`src/rtl/mlcd_pkg.sv`:
```
// Package for the MESI / true-LRU cache tag directory.
// Holds field widths, command and state codes, the result record and controller types.
// No dependencies.
package mlcd_pkg;

    // Fixed field widths of the stream transactions.
    localparam int ADDR_W    = 32;
    localparam int CMD_W     = 3;
    localparam int WAY_FLD_W = 2;
    localparam int VTAG_W    = 14;
    localparam int S_TDATA_W = 40;
    localparam int S_TUSER_W = CMD_W;
    localparam int M_TDATA_W = 24;

    // Command codes.
    typedef logic [CMD_W-1:0] cmd_t;
    localparam cmd_t CMD_READ  = 3'd0;
    localparam cmd_t CMD_WRITE = 3'd1;
    localparam cmd_t CMD_INVAL = 3'd2;
    localparam cmd_t CMD_PROBE = 3'd3;
    localparam cmd_t CMD_FLUSH = 3'd4;

    // MESI line state codes.
    typedef logic [1:0] mesi_t;
    localparam mesi_t ST_M = 2'd0;
    localparam mesi_t ST_E = 2'd1;
    localparam mesi_t ST_S = 2'd2;
    localparam mesi_t ST_I = 2'd3;

    // Eviction codes.
    typedef logic [1:0] evict_t;
    localparam evict_t EV_NONE  = 2'd0;
    localparam evict_t EV_CLEAN = 2'd1;
    localparam evict_t EV_DIRTY = 2'd2;

    // One result, packed with the hit flag in the lowest bit.
    typedef struct packed {
        mesi_t                 line_state;
        logic                  invalidate_lower;
        logic [VTAG_W-1:0]     victim_tag;
        evict_t                eviction;
        logic [WAY_FLD_W-1:0]  way;
        logic                  hit;
    } result_t;

    localparam int RESULT_W = $bits(result_t);

    // Controller states.
    typedef enum logic [3:0] {
        FSM_CLEAR  = 4'b0001,
        FSM_IDLE   = 4'b0010,
        FSM_LOOKUP = 4'b0100,
        FSM_FLUSH  = 4'b1000
    } fsm_state_t;

    // Commands from the controller to the datapath.
    typedef struct packed {
        logic accept;
        logic finish;
        logic sweep_clear;
        logic sweep_flush;
    } dp_cmd_t;

    // Status from the datapath to the controller.
    typedef struct packed {
        logic sweep_last;
    } dp_stat_t;

endpackage

```
`src/rtl/mlcd_outbuf.sv`:
```
// Output register of the cache tag directory: holds one result until the receiver takes it.
// Depends on mlcd_pkg.
module mlcd_outbuf
    import mlcd_pkg::*;
(
    input  logic                 clk,
    input  logic                 rst_n,
    input  logic                 load,
    input  result_t              result,
    input  logic                 m_axis_tready,
    output logic                 m_axis_tvalid,
    output logic [M_TDATA_W-1:0] m_axis_tdata,
    output logic                 free
);

    localparam int PAD_W = M_TDATA_W - RESULT_W;

    logic    valid_reg;
    logic    valid_next;
    result_t data_reg;

    // The register can take a new result when empty or drained this cycle.
    assign free = !valid_reg || m_axis_tready;

    always_comb
    begin
        valid_next = valid_reg;
        if (load)
        begin
            valid_next = 1'b1;
        end
        else if (m_axis_tready)
        begin
            valid_next = 1'b0;
        end
    end

    always_ff @(posedge clk or negedge rst_n)
    begin
        if (!rst_n)
        begin
            valid_reg <= 1'b0;
        end
        else
        begin
            valid_reg <= valid_next;
        end
    end

    always_ff @(posedge clk)
    begin
        if (load)
        begin
            data_reg <= result;
        end
    end

    assign m_axis_tvalid = valid_reg;
    assign m_axis_tdata  = {PAD_W'(0), data_reg};

endmodule

```
`config.mk`:
```
export PLATFORM = sky130hd
export DESIGN_NAME = mlcd_outbuf
export DESIGN_NICKNAME = d
export VERILOG_FILES = /design/src/rtl/mlcd_pkg.sv /design/src/rtl/mlcd_outbuf.sv
export SDC_FILE = /design/constraint.sdc
export NUM_CORES = 1
export LEC_CHECK = 0
export BUFFER_PORTS_ARGS = -buffer_cell sky130_fd_sc_hd__buf_2
export CORE_ASPECT_RATIO = 0.9
export CORE_MARGIN = 1.5
export CORE_UTILIZATION = 38
export CTS_CLUSTER_SIZE = 24
export DETAILED_ROUTE_END_ITERATION = 6
export PLACE_DENSITY_LB_ADDON = 0.25
export SLEW_MARGIN = 40
export SYNTH_ARGS = -nofsm -noshare
export SYNTH_HDL_FRONTEND = slang
export SYNTH_SLANG_ARGS = --single-unit
```
`constraint.sdc`:
```
create_clock -name clk -period 0.8 [get_ports clk]
set_input_delay 0.08 -clock clk [delete_from_list [all_inputs] [get_ports clk]]
set_output_delay 0.08 -clock clk [all_outputs]
set_load 0.05 [all_outputs]
```
Word level (Yosys, flattened, before mapping)

Index checks and enable logic that the tools add are counted.

Input bits: 26
Register bits after elaboration: 23
Output and inout port bits: 26

Muxes and demuxes: 2
Reduce and logical (&&, ||, !) cells: 3

Operators with widths:

| operator           | count |
|---|---|
| two-way mux 1 bit  | 2 |
| nonzero test 2 bit | 1 |
| zero test 1 bit    | 1 |
| logical OR 1 bit   | 1 |

Longest topological paths before layout

Depth after elaboration: 2
Depth in mapped cells: 2

Worst setup path after synthesis

OpenSTA, ideal clock, no wires.

Kind: register to register
Start point: register, netlist name m_axis_tvalid
End point: register valid_reg, in the netlist m_axis_tvalid
Cell stages (with the launch flop): 3
Data arrival time: 964 ps
Clock period less this slack: 1,033 ps
Setup slack: -233 ps
Library setup time: 69 ps
Cell sequence: dfrtp_1 nand2b_4 nand2b_2

RTL lines:

| what                   | line              | text |
|---|---|---|
| end signal: assignment | mlcd_outbuf.sv:46 | `valid_reg <= valid_next;` |
| end: declaration       | mlcd_outbuf.sv:18 | `logic valid_reg;` |

Worst setup path in the final report

Start point: register valid_reg, in the netlist m_axis_tvalid
End point: output port free

Cells in the longest elaborated chain, start to end: 2

RTL lines:

| what             | line              | text |
|---|---|---|
| zero test 1 bit  | mlcd_outbuf.sv:23 | `assign free = !valid_reg \|\| m_axis_tready;` |
| logical OR 1 bit | mlcd_outbuf.sv:23 |  |
| end: declaration | mlcd_outbuf.sv:13 | `output logic free` |

No other way between the ends.

==> results.md <==
Setup path:
- The data arrival at the endpoint of the critical path is 0.97 ns.
- The critical register-to-register path endpoint is m_axis_tvalid.
- The required arrival time at the worst endpoint is 0.72 ns.
- The slack of the worst reg-to-reg path is -0.16 ns.
- For the worst flop-to-flop path, the logic depth is 5.
- The launch instance of the worst register-to-register path is m_axis_tvalid.
- The startpoint-to-endpoint class of the critical path is flop to primary output.
- In this run the worst path has a maximum fanout of 2.
- The type of origin of the critical path is a flop.
- STA classifies the critical path endpoint as a primary output.
- In this run the worst setup path begins at m_axis_tvalid.

Logic synthesis:
- The distinct cell type count of the synthesized netlist is 6.
- After synthesis the cells add up to 726.9 um^2.
- Yosys printed 0 warnings.
- After technology mapping, the gate count stands at 28.
- Averaged over all synthesized cells, the footprint is 25.96 um^2.
- For this run, the register share of the synthesized area comes to 0.9432.
- The post-synthesis sequential element count is 23.

Detailed routing:
- The count of unresolved DRC violations after routing is 0.
- In this run the remaining antenna-violating nets after routing total 0.
- After detailed routing, the average wire length per cell comes to 14.70 um.
- The total length of routed wires is 1.940 mm.
- The first-iteration detailed-routing DRC count is 5.
- Across all layers, the routed design uses 572 vias.
- In the routed layout, each cell is associated on average with a via count of 4.333.
- The first detailed-routing pass ran for 4 iterations.

STA:
- The time the worst path needs with I/O delays and setup is 1.045 ns.
- Setup repair after global routing could not meet its margin everywhere.
- The share of the cycle needed by the critical path after routing is 1.307.
- Across the routed clock network, the largest skew measured is 0 ns.
- The number of max-slew violations in the final report is 0.
- The setup TNS is -3.865 ns.
- Setup slack on the critical path of the routed design comes to -0.2454 ns.
- The worst slack on hold paths is 0.1027 ns.
- The final-report hold violation count came to 0.
- Static timing analysis puts the maximum clock frequency at 956.5 MHz.
- The number of failing setup endpoints in the final timing report is 25.

Cells and area:
- The final-layout fill cell count is 81.
- Of the cells placed in the final design, the portion with a size suffix greater than 1 is 0.5556.
- Measured on the finished design, the core utilization comes to 0.8478.
- The number of antenna diodes is 0.
- The cell area after layout is 1470 um^2.
- The net count of the finished layout is 135.
- For this run, the number of standard cells in the final layout without fillers is 132.
- The area growth from synthesis to layout is 102.2%.

Place:
- Routability-driven placement finished with a final weighted congestion of 0.7074.
- Summing all placed instances gives a cell area of 1045 um^2.
- Before CTS, the worst setup slack after placement is -0.001387 ns.
- Counting tap cells, the placed design contains a total of 103 instances.
- Input and output buffers added on the ports amount to 49.

Global route:
- The number of global-route vias before repair was 619.
- The initial antenna violation count is 0.
- The final global-route overflow total is 0.
- The first global-routing pass estimated 2.967 mm of wire.
- The global-route usage over all layers is 0.1915.
- The maximum number of pins on one net before global-route repair is 13.

Min path:
- The type of the most critical hold path is input port to async pin.

Clock network:
- Counting along the longest clock path gives a buffer depth of 2.
- The number of CTS-inserted buffers is 3.
- The TritonCTS sink count is 23.
- The depth of the CTS H-tree is 1.
- At the later pin of the worst-skew pair, clock insertion delay measures 0.29 ns.
- The cell sitting at the root of the clock tree is a clkbuf_4.
- After clock tree synthesis, the clock-pin slew on the worst setup and hold paths is 0.11 ns.
- The TritonCTS clock tree is done.

Die:
- The floorplan die width is 49.11 um.
- The die is 44.50 um tall.
- The number of primary I/O pins is 52.
- The floorplan has 14 rows.
- The initial cell density of the core is 0.4192.
- The die covers 2185 um^2.
- The total area inside the core boundary comes to 1734 um^2.

Run:
- Across the run, the number of max-cap violations was 0.

Pwr:
- The total design power is 2.776 mW.
- The peak supply drop is 1.468 mV.
- The power density over the cells is 1888 nW/um^2.
- Summed over all cells, the static leakage comes to 0.6377 nW.

Run status:
- The run finished, with violations left.
- The final reports fail on negative setup slack.
routing by layer:
metal  global-route usage  up-vias  share of wire
met5                    0        -              0
met4              0.05143        0         0.0026
met3              0.04392        2          0.064
met2               0.3757       32           0.55
met1               0.2100      275           0.38
li1                     -      263              -
logic make-up (layout without fill, tap and decap cells):
family / count (synthesis) / after routing / synth area share
flip-flops: 23 / 23 / 0.9432
AND/OR/NAND/NOR: 2 / 2 / 0.03098
buffers and inverters: 2 / 81 / 0.02065
other: 1 / 2 / 0.005159
worst max path at each step:
stage | end | slack, ns
2_1_floorplan | m_axis_tvalid | -0.1
3_3_place_gp | free | 0.008
3_5_place_dp | free | -0.001
4_1_cts | free | -0.24
5_1_grt | free | -0.28
6_report | free | -0.25
worst max-delay path, cell delays in order (launching register included):
cell	delay (ns)
dfrtp_2	0.45
nand2b_4	0.08
buf_8	0.14
area by class of cell:
| class | count | area, um^2 | area share |
|---|---|---|---|
| multi-input cells | 4 | 35.03 | 0.02383 |
| flip-flops and latches | 23 | 686.9 | 0.4672 |
| well taps | 24 | 30.03 | 0.02043 |
| clock buffers | 4 | 26.28 | 0.01787 |
| repair buffers | 77 | 691.9 | 0.4706 |
where the power goes:
group | leakage, nW | internal, mW | total (mW) | switching, mW
combinational | 0.397 | 0.334 | 0.799 | 0.465
clock | 0.0150 | 0.194 | 0.504 | 0.310
sequential | 0.225 | 1.43 | 1.47 | 0.0485
synth_stat cells:
cell type / count / share of area
buf_4: 2 / 0.021
edfxtp_1: 22 / 0.91
dfrtp_1: 1 / 0.034
nand2b_4: 1 / 0.019
conb_1: 1 / 0.0052
nand2b_2: 1 / 0.012
timing repair:
action | CTS | global route
resized for setup | 49 | 0
hold buffers | 23 | 0
gates cloned | 0 | 0
endpoints found under the setup margin | 24 | 25
hold endpoints to repair | 23 | 0
buffers inserted | 1 | 1
sequential cells by signal (all words and copies together), names as in the netlist:
| register | flops |
|---|---|
| m_axis_tvalid | 1 |
| m_axis_tdata | 22 |
cell usage in the layout (no fill, tap or decap), types with 2 or more instances in the layout:
cell type / instances
nand2b_4: 2
buf_12: 2
buf_2: 25
dlygate4sd3_1: 23
clkbuf_4: 3
edfxtp_1: 22
conb_1: 2
buf_4: 3
buf_6: 23
No activity file was read; power rests on OpenSTA's default activity.
