## src/rtl/mlcd_pkg.sv

```systemverilog
// Package for the MESI / true-LRU cache tag directory.
// Holds field widths, command and state codes, the result record and controller types.
// No dependencies.
package mlcd_pkg;

    // Fixed field widths of the stream transactions.
    localparam int ADDR_W    = 32;
    localparam int CMD_W     = 3;
    localparam int WAY_FLD_W = 2;
    localparam int VTAG_W    = 14;
    localparam int S_TDATA_W = 40;
    localparam int S_TUSER_W = CMD_W;
    localparam int M_TDATA_W = 24;

    // Command codes.
    typedef logic [CMD_W-1:0] cmd_t;
    localparam cmd_t CMD_READ  = 3'd0;
    localparam cmd_t CMD_WRITE = 3'd1;
    localparam cmd_t CMD_INVAL = 3'd2;
    localparam cmd_t CMD_PROBE = 3'd3;
    localparam cmd_t CMD_FLUSH = 3'd4;

    // MESI line state codes.
    typedef logic [1:0] mesi_t;
    localparam mesi_t ST_M = 2'd0;
    localparam mesi_t ST_E = 2'd1;
    localparam mesi_t ST_S = 2'd2;
    localparam mesi_t ST_I = 2'd3;

    // Eviction codes.
    typedef logic [1:0] evict_t;
    localparam evict_t EV_NONE  = 2'd0;
    localparam evict_t EV_CLEAN = 2'd1;
    localparam evict_t EV_DIRTY = 2'd2;

    // One result, packed with the hit flag in the lowest bit.
    typedef struct packed {
        mesi_t                 line_state;
        logic                  invalidate_lower;
        logic [VTAG_W-1:0]     victim_tag;
        evict_t                eviction;
        logic [WAY_FLD_W-1:0]  way;
        logic                  hit;
    } result_t;

    localparam int RESULT_W = $bits(result_t);

    // Controller states.
    typedef enum logic [3:0] {
        FSM_CLEAR  = 4'b0001,
        FSM_IDLE   = 4'b0010,
        FSM_LOOKUP = 4'b0100,
        FSM_FLUSH  = 4'b1000
    } fsm_state_t;

    // Commands from the controller to the datapath.
    typedef struct packed {
        logic accept;
        logic finish;
        logic sweep_clear;
        logic sweep_flush;
    } dp_cmd_t;

    // Status from the datapath to the controller.
    typedef struct packed {
        logic sweep_last;
    } dp_stat_t;

endpackage

```

## src/rtl/mlcd_ctrl.sv

```systemverilog
// Controller state machine of the cache tag directory.
// Sequences the clearing pass, lookups and flush sweeps. Depends on mlcd_pkg.
module mlcd_ctrl
    import mlcd_pkg::*;
(
    input  logic     clk,
    input  logic     rst_n,
    input  logic     in_valid,
    input  logic     in_is_flush,
    input  logic     out_free,
    input  dp_stat_t stat,
    output logic     in_ready,
    output dp_cmd_t  cmd
);

    fsm_state_t state_reg;
    fsm_state_t state_next;

    // State register.
    always_ff @(posedge clk or negedge rst_n)
    begin
        if (!rst_n)
        begin
            state_reg <= FSM_CLEAR;
        end
        else
        begin
            state_reg <= state_next;
        end
    end

    // Next state and datapath commands.
    always_comb
    begin
        state_next      = state_reg;
        in_ready        = 1'b0;
        cmd.accept      = 1'b0;
        cmd.finish      = 1'b0;
        cmd.sweep_clear = 1'b0;
        cmd.sweep_flush = 1'b0;
        case (state_reg)
            FSM_CLEAR:
            begin
                cmd.sweep_clear = 1'b1;
                if (stat.sweep_last)
                begin
                    state_next = FSM_IDLE;
                end
            end
            FSM_IDLE:
            begin
                in_ready   = 1'b1;
                cmd.accept = in_valid;
                if (in_valid)
                begin
                    state_next = in_is_flush ? FSM_FLUSH : FSM_LOOKUP;
                end
            end
            FSM_FLUSH:
            begin
                cmd.sweep_flush = 1'b1;
                if (stat.sweep_last)
                begin
                    state_next = FSM_LOOKUP;
                end
            end
            FSM_LOOKUP:
            begin
                cmd.finish = out_free;
                if (out_free)
                begin
                    state_next = FSM_IDLE;
                end
            end
            default:
            begin
                state_next = FSM_CLEAR;
            end
        endcase
    end

endmodule

```

## config.mk

```make
export PLATFORM = sky130hd
export DESIGN_NAME = mlcd_ctrl
export DESIGN_NICKNAME = d
export VERILOG_FILES = /design/src/rtl/mlcd_pkg.sv /design/src/rtl/mlcd_ctrl.sv
export SDC_FILE = /design/constraint.sdc
export NUM_CORES = 1
export LEC_CHECK = 0
export BUFFER_PORTS_ARGS = -buffer_cell sky130_fd_sc_hd__buf_2
export CORE_AREA = 2 2 39 41
export DETAILED_ROUTE_END_ITERATION = 12
export DIE_AREA = 0 0 41 43
export PLACE_DENSITY_LB_ADDON = 0.15
export SYNTH_ARGS = -nofsm -noshare
export SYNTH_HDL_FRONTEND = slang
export SYNTH_SLANG_ARGS = --single-unit
export TNS_END_PERCENT = 100
```

## constraint.sdc

```tcl
create_clock -name clk -period 1.75 [get_ports clk]
set_input_delay 0.2625 -clock clk [delete_from_list [all_inputs] [get_ports clk]]
set_output_delay 0.2625 -clock clk [all_outputs]
set_load 0.005 [all_outputs]
```

Word-level counts from Yosys, hierarchy flattened
Index checks and enable logic that the tools add are counted.
- equal/unequal tests: 8
- magnitude comparators: 0
- divide/modulo/power cells: 0
- reduce and logical (&&, ||, !) cells: 1
- bitwise gates (word level): 0
- shift operators: 0
- multipliers: 0
- add/sub/neg operators: 0
- multiplexer cells: 11
- operators with widths (operator ; number):
    $mux 4 ; 5
    $pmux 4 s4 ; 1
    $ne 2x2->1 const B ; 4
    $mux 1 ; 5
    $eq 4x1->1 const B ; 1
    $eq 4x2->1 const B ; 1
    $eq 4x3->1 const B ; 1
    $eq 4x4->1 const B ; 1
    $reduce_and 4->1 ; 1
- memory bits (read-only): 0
- RAM bits: 0
- register bits: 4
- output and inout bits: 5
- bits of input ports: 6
- memories: 0
- latch bits: 0

Longest topological paths before layout
- word-level depth: 3
- mapped depth: 4

Least setup slack after synthesis
No wires, ideal clock.
- path type: register to register
- from: reg state_reg[2]
- to: reg state_reg[1]
- cell stages (with the launch flop): 5
- setup slack: 373 ps
- arrival: 1237 ps
- setup time: 141 ps
- required time: 1609 ps
- buffers on the path: 1
- cell sequence: dfrtp_1 -> buf_6 -> or3b_1 -> a211oi_2 -> o32ai_1
- cells in the longest elaborated chain, start to end: 3
- elaborated cells between the ends (all ways): 10
- those cells by class: eq/ne (8); mux (1); reduce/logical (1)
- RTL lines (item ; line ; RTL):
    start, declared ; mlcd_ctrl.sv:16 ; fsm_state_t state_reg;
    start signal, assigned ; mlcd_ctrl.sv:28 ; state_reg <= state_next;
    $eq 4x1->1 (tied with other cells) ; mlcd_ctrl.sv:41 ; case (state_reg)
    $ne 2x2->1 (no line) ; - ;
    $reduce_and 4->1 (no line) ; - ;
Parallel ways exist; a longest one is shown, timed or not.
A chain may end at the register's enable or synchronous reset.

==> summary.log <==
[synth] sequential cell area fraction in the yosys report 30.8%
[grt] residual overflow from global routing 0
[cells_and_area] diodes inserted 0
[critical_path] startpoint types flop
[power] Pwr Density 1370 nW/µm²
[critical_path] type of the worst setup path reg2out
[cells_and_area] number of flip-flops in the largest register 4
[cells_and_area] footprint of the flip-flops and latches 104 µm²
[timing] hold violation total from the final report 0
[detailed_routing] wirelength, routed 757 µm
[placed_design] final HPWL from detailed placement 554 µm
[power] Max IR drop VDD 552 µV
[critical_path] WP data required 1.49 ns
[cells_and_area] footprint of the multi-input gates 209 µm²
[power] overall power of the completed layout 0.584 mW
[synth] leading cell types by total area after synthesis sky130_fd_sc_hd__dfrtp_1, sky130_fd_sc_hd__nor4b_2, sky130_fd_sc_hd__dfstp_2
[cells_and_area] post-synthesis to final-layout area growth 29.7%
[timing] Worst Tran Pin Value 0.491 ns
[clock_network] TritonCTS clock tree done
[detailed_routing] average via count per standard cell 4.79
[floorplan] CORE AREA 1380 µm²
[cells_and_area] Nets 53
[clock_network] clock network latency to the later pin of the worst-skew pair 0.23 ns
[timing] total negative slack 0 ns
[timing] Period Utilization, post-route 93.9%
[min_path] type of the tightest min-delay check in2reg
[clock_network] clock transition time at the flip-flop clock pins of the worst setup and hold paths 0.04 ns
[synth] Synth warnings 0
[clock_network] H-Tree Level Count 1
[grt] largest net degree at the start of global routing 12
[cells_and_area] fill cell count 162
[min_path] beginning of the worst hold path stat
[timing] slack of the critical path 0.106 ns
[critical_path] cell chain of the critical path nor4b_2 > buf_2
[clock_network] number of sinks on the clock net 4
[timing] Final Slew Violations 0
[critical_path] Reg2Reg Launch Point state_reg[1]$_DFFE_PN0P_
[detailed_routing] number of DRC markers after the initial detailed-route iteration 1
[floorplan] die extent in x 41 µm
[critical_path] maximum cell stage delay along the critical path 0.64 ns
[floorplan] Die Footprint 1760 µm²
[cells_and_area] core utilization of the finished layout 30.8%
[synth] most area-hungry cell type in the Yosys netlist sky130_fd_sc_hd__dfrtp_1
[floorplan] starting density of the core 23.8%
[detailed_routing] routed wire length per instance 12.2 µm
[timing] Worst Clk Skew 0.00737 ns
[critical_path] crit path from state_reg[0]$_DFFE_PN1P_
[run_status] outcome finished clean
[synth] Syn Nets 41
[synth] share of the synthesized area in the top cell type 22.8%
[detailed_routing] detailed-routing iteration count for the pre-antenna-repair pass 2
[clock_network] maximum root-to-sink buffer count 2
[synth] flip-flop and latch count after synthesis 4
[synth] synth unique cells 22
[timing] fin crit period 1.64 ns
[floorplan] placement row count 14
[critical_path] biggest fanout along the worst timing path 8
[timing] unrepaired setup endpoints after global routing no
[critical_path] arrival time worst endpoint 1.38 ns
[detailed_routing] Antenna Nets Post-Route 0
[grt] via count of the first global-routing pass 306
[grt] wire length of the first global-routing pass 1.28 mm
[timing] f_max 0.608 GHz
[grt] initial antenna violation count 0
[timing] final setup vio count 0
[placed_design] input/output buffers 10
[power] LEAKAGE 0.168 nW
[critical_path] cell with the largest stage delay on the worst path sky130_fd_sc_hd__dfstp_2
[placed_design] global placer's final weighted congestion 0.734
[detailed_routing] DRC violations left 0
[synth] combined area of all synthesized cells 329 µm²
[grt] total global routing track utilization 10.6%
[critical_path] worst path bufs/invs 1
[cells_and_area] fraction of layout cells with a size suffix above 1 43.5%
[synth] number of cells produced by synthesis 35
[critical_path] kind of capture point of the worst setup path primary output
[floorplan] boundary pin count 11
[floorplan] height of the die 43 µm
[detailed_routing] detailed-route via count 297
[placed_design] setup slack at placement 0.247 ns
[flow_run] number of max-capacitance violations reported 0
[clock_network] clock buffers created by TritonCTS 3
[critical_path] largest delay contributor family on the critical path flip-flops
[synth] Post-Synthesis Mean Instance Area 9.40 µm²
[clock_network] clock root buffer sky130_fd_sc_hd__clkbuf_4
[timing] Worst slew margin 67.0%
-- Yosys cell counts, drive strengths merged --
| cell | number |
|---|---|
| a211oi | 1 |
| a2bb2oi | 1 |
| and2 | 2 |
| buf | 4 |
| dfrtp | 3 |
| dfstp | 1 |
| inv | 2 |
| nand2 | 1 |
| nand2b | 1 |
| nor2 | 2 |
| nor2b | 1 |
| nor3b | 1 |
| nor4 | 1 |
| nor4b | 4 |
| o21ai | 3 |
| o31ai | 1 |
| o32ai | 2 |
| or3b | 2 |
| xnor2 | 1 |
| xor2 | 1 |
-- timing repair --
| action | CTS | global route |
|---|---|---|
| gates resized for setup | 1 | 3 |
| hold endpoints to repair | 3 | 0 |
| buffers inserted | 0 | 0 |
| endpoints found under the setup margin | 1 | 1 |
| pin swaps | 0 | 0 |
| hold buffers | 1 | 0 |
-- per-layer routing --
layer	track usage, %	up-vias	routed length [µm]	part of all wire (%)
met5	0	-	0	0
met4	4.00	0	0	0
met3	3.14	0	29	3.8
met2	15.6	8	387	51
met1	14.1	139	339	45
li1	-	150	-	-
-- cell families (layout without fill, tap and decap cells) --
logic type | Yosys count | count (layout) | share of synthesized area [%]
compound gates | 8 | 8 | 18.6
xor+xnor | 2 | 2 | 5.32
buf+inv | 6 | 17 | 10.3
flops | 4 | 4 | 30.8
simple gates | 15 | 15 | 35.0
-- report_power, final --
group	internal (mW)	leakage [nW]	total, mW	switching (mW)
clock	0.0856	0.0150	0.125	0.0389
combinational	0.140	0.106	0.231	0.0906
sequential	0.134	0.0473	0.229	0.0949
-- cell usage in the layout (no fill, tap or decap), drive strengths merged --
master       netlist  layout
a211oi             1       1
a2bb2oi            1       1
and2               2       2
buf                4      10
clkbuf             0       4
dfrtp              3       3
dfstp              1       1
dlygate4sd3        0       1
inv                2       2
nand2              1       1
nand2b             1       1
nor2               2       2
nor2b              1       1
nor3b              1       1
nor4               1       1
nor4b              4       4
o21ai              3       3
o31ai              1       1
o32ai              2       2
or3b               2       2
xnor2              1       1
xor2               1       1
-- area by class of cell --
type,count,area share [%]
clock buffer,4,6.16
inverter,2,1.76
multi-input combinational,25,49.0
sequential,4,24.3
tap,16,4.69
timing repair buffer,11,14.1
-- through the flow --
step	cell area, µm²	std cells	hold slack, ns
finish	427	62	0.200
global route	427	62	0.198
CTS	415	62	0.200
detailed placement	373	57	0.0706
global placement	373	57	0.0721
floorplan	329	35	-0.0331
-- path summary, 6_finish.rpt --
kind	to	slack, ns	depth (start not counted)
setup / recovery	cmd[1]	0.11	2
hold / removal	state_reg[0]$_DFFE_PN1P_	0.20	2
setup reg to reg	state_reg[2]$_DFFE_PN0P_	0.24	3
hold reg to reg	state_reg[0]$_DFFE_PN1P_	0.59	1
max in group asynchronous	state_reg[0]$_DFFE_PN1P_	1.18	2
min in group asynchronous	state_reg[3]$_DFFE_PN0P_	0.36	2
Note: power is estimated with default switching activity, not from simulation.
